==> config.mk <==
export PLATFORM = sky130hd
export DESIGN_NAME = round_robin_quantum_queue_core
export DESIGN_NICKNAME = d
export VERILOG_FILES = /design/src/hw/rtl/rrqq_pkg.sv /design/src/hw/rtl/round_robin_quantum_queue_core.sv /design/src/hw/rtl/rrqq_ring.sv /design/src/hw/rtl/rrqq_ctrl.sv
export VERILOG_INCLUDE_DIRS = /design/src /design/src/hw/rtl
export SDC_FILE = /design/constraint.sdc
export NUM_CORES = 1
export LEC_CHECK = 0
export BUFFER_PORTS_ARGS = -buffer_cell sky130_fd_sc_hd__buf_2
export CAP_MARGIN = 25
export CORE_AREA = 8 8 221 223
export DETAILED_ROUTE_END_ITERATION = 7
export DIE_AREA = 0 0 229 231
export HOLD_SLACK_MARGIN = 0.08
export PLACE_DENSITY_LB_ADDON = 0.1
export SYNTH_ARGS = -nofsm -noshare
export SYNTH_HDL_FRONTEND = slang
export SYNTH_SLANG_ARGS = --single-unit
==> constraint.sdc <==
create_clock -name clk -period 7.8 [get_ports clk]
set_input_delay 0.78 -clock clk [delete_from_list [all_inputs] [get_ports clk]]
set_output_delay 0.78 -clock clk [all_outputs]
set_load 0.005 [all_outputs]
==> src/hw/rtl/assert_macros.svh <==
// Assertion macros shared by the RTL.
// Clock and reset names clk and rst_n are taken from the including module.
`ifndef ASSERT_MACROS_SVH
`define ASSERT_MACROS_SVH

// Property checked at every rising edge outside of reset.
`define RRQQ_ASSERT(label, prop, msg) \
  label: assert property (@(posedge clk) disable iff (!rst_n) (prop)) else $error(msg);

// Condition that must never hold outside of reset.
`define RRQQ_NEVER(label, cond, msg) \
  label: assert property (@(posedge clk) disable iff (!rst_n) !(cond)) else $error(msg);

`endif

==> src/hw/rtl/rrqq_pkg.sv <==
// Shared types and constants of the round-robin quantum queue.
// No dependencies; used by rrqq_ring, rrqq_ctrl and the top level.
`timescale 1ns / 1ps
`default_nettype none

package rrqq_pkg;

  localparam int DEPTH_DEFAULT = 16;
  localparam int CAP_W         = 5;
  localparam int DATA_W        = 32;
  localparam int QNT_W         = 16;
  localparam int CNT_OUT_W     = 5;

  localparam logic [CAP_W-1:0] CAP_RESET = 5'd16;

  // Action codes; the fourth code is unused and leaves the queue alone
  typedef enum logic [1:0] {
    ACT_ENQ = 2'd0,
    ACT_DEQ = 2'd1,
    ACT_SVC = 2'd2
  } action_t;

  typedef enum logic [1:0] {
    ST_DONE  = 2'd0,
    ST_FULL  = 2'd1,
    ST_EMPTY = 2'd2
  } status_t;

  typedef enum logic {
    S_IDLE = 1'b0,
    S_EXEC = 1'b1
  } state_t;

  // One result item as handed from the controller to the output register
  typedef struct packed {
    status_t               status;
    logic [DATA_W-1:0]     data;
    logic                  requeued;
    logic [CNT_OUT_W-1:0]  count;
    logic                  is_empty;
    logic                  is_full;
  } result_t;

endpackage

`default_nettype wire

==> src/hw/rtl/round_robin_quantum_queue_core.sv <==
// Channel   Handshake         Fields
// in_       valid / stall     action, value_in, quantum
// out_      valid / stall     status, data_out, requeued, count, is_empty, is_full
// cfg_      valid / ready     data (capacity)
//
// For each item the head entry is read from the ring memory in the accept cycle,
// and the result and any tail write happen once the output slot is free.
// The memory's read is registered; one item is in work
// at a time, and the next is taken while a result waits in the output register.
// A stalled output holds the finishing item, which then holds in_stall high.
// Reset (rst_n low, synchronous) empties the queue and sets capacity to 16.
//
// Top level: capacity register, output register, controller and ring store.
// Depends on rrqq_pkg, rrqq_ctrl, rrqq_ring and assert_macros.svh.
`timescale 1ns / 1ps
`default_nettype none
`include "assert_macros.svh"

module round_robin_quantum_queue_core
  import rrqq_pkg::*;
#(
  parameter int DEPTH = DEPTH_DEFAULT
) (
  input  wire logic                     clk,
  input  wire logic                     rst_n,
  // input channel
  input  wire logic                     in_valid,
  output logic                          in_stall,
  input  wire logic [1:0]               in_action,
  input  wire logic signed [DATA_W-1:0] in_value_in,
  input  wire logic [QNT_W-1:0]         in_quantum,
  // result channel
  output logic                          out_valid,
  input  wire logic                     out_stall,
  output logic [1:0]                    out_status,
  output logic signed [DATA_W-1:0]      out_data_out,
  output logic                          out_requeued,
  output logic [CNT_OUT_W-1:0]          out_count,
  output logic                          out_is_empty,
  output logic                          out_is_full,
  // configuration
  input  wire logic                     cfg_valid,
  output logic                          cfg_ready,
  input  wire logic [CAP_W-1:0]         cfg_data
);

  localparam int PTR_W = (DEPTH > 1) ? $clog2(DEPTH) : 1;

  logic [CAP_W-1:0]  cap_r;
  logic              out_valid_r;
  result_t           out_r;
  logic              slot_free;
  logic              res_valid;
  result_t           res;
  logic              rd_en, wr_en;
  logic [PTR_W-1:0]  rd_addr, wr_addr;
  logic [DATA_W-1:0] rd_data, wr_data;

  // Capacity register
  assign cfg_ready = 1'b1;

  always_ff @(posedge clk) begin
    if (!rst_n) begin
      cap_r <= CAP_RESET;
    end else if (cfg_valid && cfg_ready) begin
      cap_r <= cfg_data;
    end
  end

  rrqq_ctrl #(.DEPTH(DEPTH)) u_ctrl (
    .clk        (clk),
    .rst_n      (rst_n),
    .in_valid   (in_valid),
    .in_stall   (in_stall),
    .in_action  (in_action),
    .in_value   (in_value_in),
    .in_quantum (in_quantum),
    .cap_cfg    (cap_r),
    .slot_free  (slot_free),
    .res_valid  (res_valid),
    .res        (res),
    .rd_en      (rd_en),
    .rd_addr    (rd_addr),
    .rd_data    (rd_data),
    .wr_en      (wr_en),
    .wr_addr    (wr_addr),
    .wr_data    (wr_data)
  );

  rrqq_ring #(.DEPTH(DEPTH)) u_ring (
    .clk     (clk),
    .wr_en   (wr_en),
    .wr_addr (wr_addr),
    .wr_data (wr_data),
    .rd_en   (rd_en),
    .rd_addr (rd_addr),
    .rd_data (rd_data)
  );

  // Output register
  assign slot_free = !out_valid_r || !out_stall;

  always_ff @(posedge clk) begin
    if (!rst_n) begin
      out_valid_r <= 1'b0;
    end else if (slot_free) begin
      out_valid_r <= res_valid;
    end
  end

  always_ff @(posedge clk) begin
    if (res_valid) begin
      out_r <= res;
    end
  end

  assign out_valid    = out_valid_r;
  assign out_status   = out_r.status;
  assign out_data_out = out_r.data;
  assign out_requeued = out_r.requeued;
  assign out_count    = out_r.count;
  assign out_is_empty = out_r.is_empty;
  assign out_is_full  = out_r.is_full;

  // Checks
  `RRQQ_ASSERT(a_one_item_in_work, (in_valid && !in_stall) |=> in_stall, "item accepted while busy")
  `RRQQ_NEVER(a_no_overwrite, res_valid && !slot_free, "result overwrote waiting item")
  `RRQQ_ASSERT(a_requeue_positive, (res_valid && res.requeued) |-> (!res.data[DATA_W-1] && res.data != '0 && res.status == ST_DONE), "requeued remainder not positive")
  `RRQQ_ASSERT(a_empty_reject, (res_valid && res.status == ST_EMPTY) |-> (res.is_empty && res.count == '0), "empty rejection with entries held")

endmodule

`default_nettype wire

==> src/hw/rtl/rrqq_ring.sv <==
// Ring store of the queue: one write port, one read port, registered read.
// Depends on rrqq_pkg for the data width.
`timescale 1ns / 1ps
`default_nettype none

module rrqq_ring
  import rrqq_pkg::*;
#(
  parameter int DEPTH = DEPTH_DEFAULT,
  localparam int PTR_W = (DEPTH > 1) ? $clog2(DEPTH) : 1
) (
  input  wire logic              clk,
  input  wire logic              wr_en,
  input  wire logic [PTR_W-1:0]  wr_addr,
  input  wire logic [DATA_W-1:0] wr_data,
  input  wire logic              rd_en,
  input  wire logic [PTR_W-1:0]  rd_addr,
  output logic      [DATA_W-1:0] rd_data
);

  logic [DATA_W-1:0] mem [DEPTH];

  // Write port
  always_ff @(posedge clk) begin
    if (wr_en) begin
      mem[wr_addr] <= wr_data;
    end
  end

  // Read port, registered
  always_ff @(posedge clk) begin
    if (rd_en) begin
      rd_data <= mem[rd_addr];
    end
  end

endmodule

`default_nettype wire

==> src/hw/rtl/rrqq_ctrl.sv <==
// Queue controller: pointers, occupancy, head read and read-modify-write.
// Depends on rrqq_pkg; drives the ports of rrqq_ring.
`timescale 1ns / 1ps
`default_nettype none

module rrqq_ctrl
  import rrqq_pkg::*;
#(
  parameter int DEPTH = DEPTH_DEFAULT,
  localparam int PTR_W = (DEPTH > 1) ? $clog2(DEPTH) : 1,
  localparam int CNT_W = $clog2(DEPTH + 1),
  localparam int CMP_W = (CNT_W > CAP_W) ? CNT_W : CAP_W
) (
  input  wire logic              clk,
  input  wire logic              rst_n,
  // input item
  input  wire logic              in_valid,
  output logic                   in_stall,
  input  wire logic [1:0]        in_action,
  input  wire logic [DATA_W-1:0] in_value,
  input  wire logic [QNT_W-1:0]  in_quantum,
  // configuration and output slot
  input  wire logic [CAP_W-1:0]  cap_cfg,
  input  wire logic              slot_free,
  output logic                   res_valid,
  output result_t                res,
  // ring store
  output logic                   rd_en,
  output logic      [PTR_W-1:0]  rd_addr,
  input  wire logic [DATA_W-1:0] rd_data,
  output logic                   wr_en,
  output logic      [PTR_W-1:0]  wr_addr,
  output logic      [DATA_W-1:0] wr_data
);

  state_t            state_r, state_nxt;
  logic [PTR_W-1:0]  head_r, head_nxt;
  logic [PTR_W-1:0]  tail_r, tail_nxt;
  logic [CNT_W-1:0]  cnt_r, cnt_nxt;
  logic [1:0]        act_r;
  logic [DATA_W-1:0] val_r;
  logic [QNT_W-1:0]  qnt_r;

  logic              fire;
  logic [CNT_W-1:0]  eff_cap;
  logic [DATA_W:0]   diff;
  logic              sat;
  logic [DATA_W-1:0] rem;
  logic              rem_pos;
  logic              push, pop;
  logic [DATA_W-1:0] push_val;
  status_t           status;
  logic [DATA_W-1:0] data;
  logic              req;

  // Effective capacity: zero acts as one, above DEPTH acts as DEPTH
  always_comb begin
    if (cap_cfg == '0) begin
      eff_cap = CNT_W'(1);
    end else if (CMP_W'(cap_cfg) > CMP_W'(DEPTH)) begin
      eff_cap = CNT_W'(DEPTH);
    end else begin
      eff_cap = CNT_W'(cap_cfg);
    end
  end

  // FSM next state
  always_comb begin
    state_nxt = state_r;
    case (state_r)
      S_IDLE:  if (in_valid) state_nxt = S_EXEC;
      S_EXEC:  if (slot_free) state_nxt = S_IDLE;
      default: state_nxt = S_IDLE;
    endcase
  end

  // FSM outputs: head read on accept, finish once the output slot is free
  always_comb begin
    in_stall = 1'b1;
    rd_en    = 1'b0;
    fire     = 1'b0;
    case (state_r)
      S_IDLE: begin
        in_stall = 1'b0;
        rd_en    = in_valid;
      end
      S_EXEC: begin
        fire = slot_free;
      end
      default: ;
    endcase
  end

  assign rd_addr   = head_r;
  assign res_valid = fire;

  // Saturating head minus quantum
  assign diff    = {rd_data[DATA_W-1], rd_data} - {{(DATA_W+1-QNT_W){1'b0}}, qnt_r};
  assign sat     = diff[DATA_W] != diff[DATA_W-1];
  assign rem     = sat ? {1'b1, {(DATA_W-1){1'b0}}} : diff[DATA_W-1:0];
  assign rem_pos = !rem[DATA_W-1] && (rem != '0);

  // Action decode
  always_comb begin
    status   = ST_DONE;
    data     = '0;
    req      = 1'b0;
    push     = 1'b0;
    pop      = 1'b0;
    push_val = val_r;
    case (act_r)
      ACT_ENQ: begin
        if (cnt_r >= eff_cap) status = ST_FULL;
        else                  push   = 1'b1;
      end
      ACT_DEQ: begin
        if (cnt_r == '0) begin
          status = ST_EMPTY;
        end else begin
          pop  = 1'b1;
          data = rd_data;
        end
      end
      ACT_SVC: begin
        if (cnt_r == '0) begin
          status = ST_EMPTY;
        end else begin
          // head leaves first, so a requeue always has room
          pop      = 1'b1;
          data     = rem;
          push     = rem_pos;
          req      = rem_pos;
          push_val = rem;
        end
      end
      default: ;
    endcase
  end

  // Pointer and occupancy update
  always_comb begin
    head_nxt = head_r;
    tail_nxt = tail_r;
    if (pop)  head_nxt = (head_r == PTR_W'(DEPTH - 1)) ? '0 : head_r + PTR_W'(1);
    if (push) tail_nxt = (tail_r == PTR_W'(DEPTH - 1)) ? '0 : tail_r + PTR_W'(1);
    cnt_nxt = cnt_r + CNT_W'(push) - CNT_W'(pop);
  end

  // Write-back of the appended entry; the next head read only follows once it is written
  assign wr_en   = fire && push;
  assign wr_addr = tail_r;
  assign wr_data = push_val;

  // Result
  always_comb begin
    res.status   = status;
    res.data     = data;
    res.requeued = req;
    res.count    = CNT_OUT_W'(cnt_nxt);
    res.is_empty = cnt_nxt == '0;
    res.is_full  = cnt_nxt >= eff_cap;
  end

  // Control registers
  always_ff @(posedge clk) begin
    if (!rst_n) begin
      state_r <= S_IDLE;
      head_r  <= '0;
      tail_r  <= '0;
      cnt_r   <= '0;
    end else begin
      state_r <= state_nxt;
      if (fire) begin
        head_r <= head_nxt;
        tail_r <= tail_nxt;
        cnt_r  <= cnt_nxt;
      end
    end
  end

  // Item fields held while it executes
  always_ff @(posedge clk) begin
    if (rd_en) begin
      act_r <= in_action;
      val_r <= in_value;
      qnt_r <= in_quantum;
    end
  end

endmodule

`default_nettype wire

==> results of run 1 <==
## placed cells by master, fill, tap and decap left out, types with 12 or more instances in the layout
cell type	instances
a21o_1	21
a21oi_1	59
buf_2	103
buf_4	28
clkbuf_16	70
clkinv_1	14
dfxtp_1	16
edfxtp_1	636
ha_1	42
inv_1	36
mux4_2	160
nand2_1	122
nor2_1	47
nor2_4	12
nor2b_1	19
o21ai_0	24
or3_1	13
xnor2_1	13
## layer usage
metal	wire [um]	up-vias	global-route usage
li1	-	6128	-
met1	26600	7481	0.343
met2	31300	779	0.395
met3	5910	146	0.0590
met4	1960	2	0.0727
met5	12	-	0
## final cells by class
type	instances	area (sq um)	area share
Multi-Input combinational cell	697	7110	0.233
Timing Repair Buffer	136	795	0.0261
Clock inverter	32	362	0.0119
Tap cell	600	751	0.0246
Clock buffer	82	1810	0.0593
Inverter	38	143	0.00468
Sequential cell	656	19500	0.640
## cells by family after synthesis
logic type,share of synthesized area
simple gates,0.0518
compound gates,0.0403
buf+inv,0.0149
flops,0.725
other cells,0.000140
mux,0.140
xor+xnor,0.00652
fa+ha+maj,0.0210
## state kept, by name (all words and copies together), names as in the netlist, 2 cells and up
| signal | count |
|---|---|
| u_ctrl.act_r | 2 |
| u_ctrl.val_r | 32 |
| out_status | 2 |
| cap_r | 5 |
| u_ctrl.wr_addr | 4 |
| u_ctrl.qnt_r | 16 |
| u_ring.mem | 512 |
| u_ctrl.rd_addr | 4 |
| u_ctrl.cnt_r | 5 |
| out_data_out | 32 |
| out_count | 5 |
| u_ring.rd_data | 32 |
## path summary, 6_finish.rpt
kind                           from                to  cells past startpoint
hold reg to reg     u_ctrl.cnt_r[0]   u_ctrl.cnt_r[0]                      2
setup reg to reg  u_ring.rd_data[2]       out_is_full                     22
hold / removal      in_value_in[23]  u_ctrl.val_r[23]                      1
setup / recovery  u_ring.rd_data[2]       out_is_full                     22
## power by group through the flow
| stage | Sequential (mW) | Clock (mW) | Combinational, mW |
|---|---|---|---|
| 2_1_floorplan | 4.13 | 0 | 0.449 |
| 6_report | 4.07 | 3.19 | 0.667 |
| 3_3_place_gp | 4.15 | 0 | 0.646 |
| 5_1_grt | 4.08 | 3.36 | 0.735 |
| 3_5_place_dp | 4.15 | 0 | 0.662 |
| 4_1_cts | 4.07 | 3.23 | 0.666 |
## timing repair
action	in CTS	in global routing
setup buffers	0	0
resized for setup	0	1
hold buffers	0	0
setup endpoints to repair	0	1
## worst register-to-register path: stages, from the launching register on
cell and delay (ns):
edfxtp_1 0.41, ha_1 0.26, or2_2 0.31, o21ai_0 0.56
a31o_2 0.31, or3_1 0.12, nand4_1 0.10, xor2_1 0.17
ha_1 0.85, nor3_1 0.13, nor3b_1 0.18, a311o_1 0.34
or4_1 0.53, nor4_2 0.52, a31oi_1 0.24, ha_1 0.28
fa_1 0.43, xor2_1 0.31, ha_1 0.29, a21oi_1 0.14
nor2b_1 0.06, o21ai_0 0.16, nand2b_1 0.07
## through the flow
step                      hold slack [ns]   util  total power, mW
after floorplan                     0.457      -             4.58
after global placement              0.476  0.627             4.79
after detailed placement            0.481  0.627             4.81
after CTS                           0.318  0.676             7.97
after global routing                0.328  0.676             8.17
final                               0.350  0.676             7.93
==> run_results.csv, run 1 <==
group,metric,value,unit
run_status,status,"completed",
synthesis,synth_edf_count,636,
die,fp.dieW,229,um
power_and_ir_drop,sequentialPowerShare,0.514,
clocking,cts_max_level,3,
setup_path,crit_chain,"ha_1, or2_2, o21ai_0, a31o_2, or3_1, nand4_1, xor2_1, ha_1, nor3_1, nor3b_1, a311o_1, or4_1, nor4_2, a31oi_1, ha_1, fa_1, xor2_1, ha_1, a21oi_1, nor2b_1, o21ai_0, nand2b_1",
die,pin_count,105,
power_and_ir_drop,vdd_drop_max,0.195,mV
layout,diodes,0,
setup_path,slowest_delay,0.85,ns
synthesis,syn_area,26900,sq um
power_and_ir_drop,p_sw_frac,0.222,
global_routing,grt_start_max_net_pins,56,
synthesis,synth_commonest_cells,"636 x edfxtp_1, 160 x mux4_2, 123 x nand2_1",
global_routing,grt_pass1_wl,95700,um
layout,fin_area,30500,sq um
clocking,root_buffer,"clkbuf_16",
synthesis,yosys.area.top_type_share,0.711,
placed_design,gp_congestion,0.941,
drt,vias,14536,
layout,final_cells,2241,
timing,finalSetupViolations,0,
drt,drc_errors,0,
layout,drive_above_1_share,0.259,
setup_path,worstPathArrival,7.34,ns
timing,worstMarginPinSlew,1.05,ns
setup_path,ff2ff_setup_slack,0.80,ns
timing,fin_crit_sh,0.897,
timing,slew_viol_final,0,
timing,timing.fmax,0.143,GHz
synthesis,synth.most_common_cell,"edfxtp_1",
timing,rsz0062_at_grt,"false",
clocking,clk_pin_slew,0.06,ns
synthesis,yosysTopAreaCell,"edfxtp_1",
synthesis,avgSynthCellArea,18.4,sq um
setup_path,cp_num_buf_inv,0,
clocking,clock_path_buffers,3,
clocking,numCtsBuffers,68,
placed_design,dpl_cell_area,28300,sq um
layout,area_delta_synth_final,13.4,%
placed_design,io_buffers,103,
setup_path,crit_family,"adder cells",
layout,fillerInstances,2916,
global_routing,grt_pass1_vias,14399,
drt,dr.pass1.iters,7,
timing,fin_tns_setup,0,ns
clocking,cts_tree,"done",
synthesis,ys_types,71,
setup_path,crit_slowest_cell,"ha_1",
die,die_area,52900,sq um
drt,antenna_left,0,
timing,hold_violations,0,
setup_path,required,8.14,ns
run,cap_violations,0,
die,die_y,231,um
power_and_ir_drop,power_switching,1.76,mW
synthesis,ys_ff_latch,656,
drt,routedWlPerCell,29.4,um
power_and_ir_drop,combPwrFrac,0.084,
die,num_rows,78,
layout,nets,1701,
clocking,cts.sinks,656,
min_path,worstHoldPathType,"input port to flop",
setup_path,end_kind,"flop",
synthesis,ys_warn_count,0,
synthesis,synth_cells,1458,
timing,postLayoutSetupSlackWorst,0.804,ns
drt,wl,65800,um
setup_path,cp-start-kind,"flop",
power_and_ir_drop,p_int,6.17,mW
setup_path,cpMostUsedCell,"ha_1",
global_routing,antenna_found_initial,1,
timing,post-route-min-period,7.00,ns
drt,viasPerCell,6.49,
placed_design,placedCellCount,2126,
synthesis,synthTopCellsByArea,"edfxtp_1 71%, mux4_2 13%, ha_1 2.0%",
synthesis,synthFlopType,"edfxtp_1",
clocking,clk_latency,0.60,ns
synthesis,synthArstFlopShare,0,
timing,fin_skew,0.0236,ns
power_and_ir_drop,clkPwrFrac,0.402,
power_and_ir_drop,leakagePower,9.99,nW
placed_design,dp_hpwl,37400,um
synthesis,syn_nets,1562,
setup_path,crit_type,"flop to flop",
timing,slew-limit-headroom,0.295,
placed_design,pre_cts_slack,0.626,ns
die,start_util,0.596,
global_routing,gr-total-overflow,0,
global_routing,grtUsageTotal,0.248,
drt,drt_iter0_drc,1636,
setup_path,cp_max_fo,25,
die,core,45100,sq um
power_and_ir_drop,power_density,260,nW/um^2
synthesis,synth-seq-area-share,0.725,
Note: power is estimated with default switching activity, not from simulation.
==> run 2, diff against run 1 <==
--- a/config.mk
+++ b/config.mk
@@ -13,6 +13,8 @@
 export DIE_AREA = 0 0 229 231
 export HOLD_SLACK_MARGIN = 0.08
 export PLACE_DENSITY_LB_ADDON = 0.1
+export SKIP_LAST_GASP = 1
 export SYNTH_ARGS = -nofsm -noshare
 export SYNTH_HDL_FRONTEND = slang
+export SYNTH_HIERARCHICAL = 1
 export SYNTH_SLANG_ARGS = --single-unit
==> run 2 against run 1 <==
  * Register-to-register slack gained 0.64 ns
  * Power down 4.9%
  * Clock power decreased by 5%
  * Maximum frequency grew 10%
  * Synthesized cell count increased by 3.6%
  * Area after synthesis barely moved
  * Hold slack improved by 0.011 ns
  * Sequential cell count unchanged
  * First-iteration DRC count increased by 3.1%
  * Sequential power is 1% lower
  * Setup slack gained 0.64 ns
  * Routed wire length increased by 1.4%
==> run_results.csv, run 2 <==
group,metric,value,unit
timing,hold_violations,0,
clocking,cts.sinks,656,
setup_path,cp-start-kind,"flop",
synthesis,ys_warn_count,6,
placed_design,io_buffers,103,
global_routing,grt_pass1_wl,97300,um
power_and_ir_drop,vdd_drop_max,0.229,mV
layout,fillerInstances,3042,
synthesis,synthTopCellsByArea,"edfxtp_1 71%, mux4_2 11%, a22oi_1 1.8%",
clocking,clk_latency,0.59,ns
layout,post-route-util,0.671,
synthesis,synth_cells,1511,
setup_path,r2r_end,"out_is_full",
synthesis,ys_ff_latch,656,
setup_path,crit_type,"flop to flop",
layout,area_delta_synth_final,12.7,%
synthesis,synthFlopType,"edfxtp_1",
setup_path,slowest_delay,0.54,ns
run_status,status,"completed",
layout,final_common_cell,"edfxtp_1",
die,core,45100,sq um
global_routing,grt_pass1_vias,14723,
timing,fin_crit_sh,0.814,
timing,slew_viol_final,0,
global_routing,gr-total-overflow,0,
global_routing,antenna_found_initial,2,
global_routing,grtUsageTotal,0.252,
die,num_rows,78,
layout,top_register,"u_ring/mem",
synthesis,avgSynthCellArea,17.8,sq um
clocking,hold_buffers,0,
setup_path,cpMostUsedCell,"ha_1",
timing,finalSetupViolations,0,
timing,fin_tns_setup,0,ns
synthesis,yosysTopAreaCell,"edfxtp_1",
setup_path,end_kind,"flop",
die,die_area,52900,sq um
setup_path,crit_path_start,"u_ring/rd_data[0]",
die,pin_count,105,
timing,worstMarginPinSlew,1.00,ns
drt,dr.pass1.iters,6,
setup_path,cp_max_fo,11,
clocking,clock_path_buffers,3,
layout,regArea,19500,sq um
layout,drive_above_1_share,0.240,
synthesis,synth.most_common_cell,"edfxtp_1",
setup_path,crit_slowest_cell,"or4_1",
placed_design,dpl_cell_area,28200,sq um
timing,rsz0062_at_grt,"false",
clocking,root_buffer,"clkbuf_16",
synthesis,yosys.area.top_type_share,0.711,
timing,post-route-min-period,6.35,ns
clocking,cts-resized-gates,0,
layout,largest_register_ffs,512,
power_and_ir_drop,leakagePower,9.95,nW
clocking,clk_pin_slew,0.06,ns
run,cap_violations,0,
die,start_util,0.596,
layout,multi_input_area,7010,sq um
global_routing,grt_start_max_net_pins,55,
synthesis,syn_nets,1612,
timing,timing.fmax,0.157,GHz
die,fp.dieW,229,um
placed_design,gp_congestion,0.906,
setup_path,r2r-start,"u_ring/rd_data[0]",
clocking,cts_tree,"done",
clocking,numCtsBuffers,67,
drt,antenna_left,0,
setup_path,required,8.12,ns
drt,vias,14603,
synthesis,ys_types,70,
clocking,post_cts_buffers,0,
clocking,cts_max_level,3,
synthesis,synth_edf_count,636,
die,die_y,231,um
setup_path,ff2ff_setup_slack,1.45,ns
placed_design,dp_hpwl,40100,um
synthesis,syn_area,26900,sq um
layout,layout_common_cells,"636 x edfxtp_1, 128 x mux4_2, 125 x nand2_1",
timing,fin_skew,0.0236,ns
synthesis,synth-seq-area-share,0.726,
drt,routedWlPerCell,29.0,um
synthesis,synth_commonest_cells,"636 x edfxtp_1, 128 x mux4_2, 125 x nand2_1",
layout,nets,1749,
synthesis,synthArstFlopShare,0,
drt,viasPerCell,6.35,
timing,slew-limit-headroom,0.330,
power_and_ir_drop,power_density,249,nW/um^2
layout,fin_area,30300,sq um
setup_path,worstPathArrival,6.67,ns
drt,drt_iter0_drc,1686,
setup_path,ff2ff_path_depth,28,
setup_path,crit_path_end,"out_is_full",
drt,wl,66700,um
min_path,worstHoldPathType,"input port to flop",
drt,drc_errors,0,
[run 2: stage by stage]
stage                     setup slack (ns)  instances  hold WS (ns)  power (mW)
final                                 1.45       2298         0.361        7.54
after global routing                  1.10       2298         0.328        7.77
after CTS                             1.47       2297         0.330        7.59
after detailed placement              1.48       2179         0.503        4.60
after global placement                1.68       2176         0.502        4.58
after floorplan                       1.32       1511         0.466        4.42
[run 2: worst max-delay path: cells and delay by family, from the launching register on]
family | cells | cell delay (ns)
AO/OA/AOI/OAI | 7 | 1.28
buffers and inverters | 5 | 0.33
flip-flops | 1 | 0.34
AND/OR/NAND/NOR | 9 | 1.95
adder cells (fa/ha/maj) | 7 | 2.19
[run 2: worst min path at each step]
stage / from / end / slack (ns) / cells past startpoint
after detailed placement: u_ctrl/cnt_r[0] / u_ctrl/cnt_r[0] / 0.50 / 2
after global routing: in_value_in[20] / u_ctrl/val_r[20] / 0.33 / 1
after floorplan: u_ctrl/cnt_r[0] / u_ctrl/cnt_r[0] / 0.47 / 2
final: in_value_in[26] / u_ctrl/val_r[26] / 0.36 / 1
after global placement: u_ctrl/cnt_r[0] / u_ctrl/cnt_r[0] / 0.50 / 2
after CTS: in_value_in[20] / u_ctrl/val_r[20] / 0.33 / 1
[run 2: logic make-up after synthesis]
kind of cell	count (synthesis)	share of synthesized area
buffers and inverters	113	0.0191
AOI/OAI and AO/OA	216	0.0570
adders and majority gates	41	0.0196
DFF	656	0.726
xor gates and xnor gates	30	0.00978
muxes	135	0.110
and+or+nand+nor	319	0.0588
other	1	0.000140
[run 2: per-layer routing]
| metal | wire (um) | up-vias | global-route usage | part of all wire |
|---|---|---|---|---|
| met5 | 0 | - | 0 | 0 |
| met4 | 2260 | 0 | 0.0936 | 0.034 |
| met3 | 6270 | 142 | 0.0575 | 0.094 |
| met2 | 32000 | 714 | 0.401 | 0.48 |
| met1 | 26200 | 7481 | 0.342 | 0.39 |
| li1 | - | 6266 | - | - |
[run 2: cell type report]
cell class,instances,area share
clock inverters,27,0.00785
multi-input cells,742,0.232
inverters,41,0.00517
repair buffers,140,0.0269
flip-flops and latches,656,0.644
clock buffers,91,0.0593
well taps,600,0.0248
diodes,1,0.0000827
[run 2: power by group]
part,internal [mW],leakage (nW),switching [mW]
sequential,3.98,5.96,0.0378
clock,1.75,0.997,1.27
combinational,0.179,2.99,0.327
total,5.91,9.95,1.63
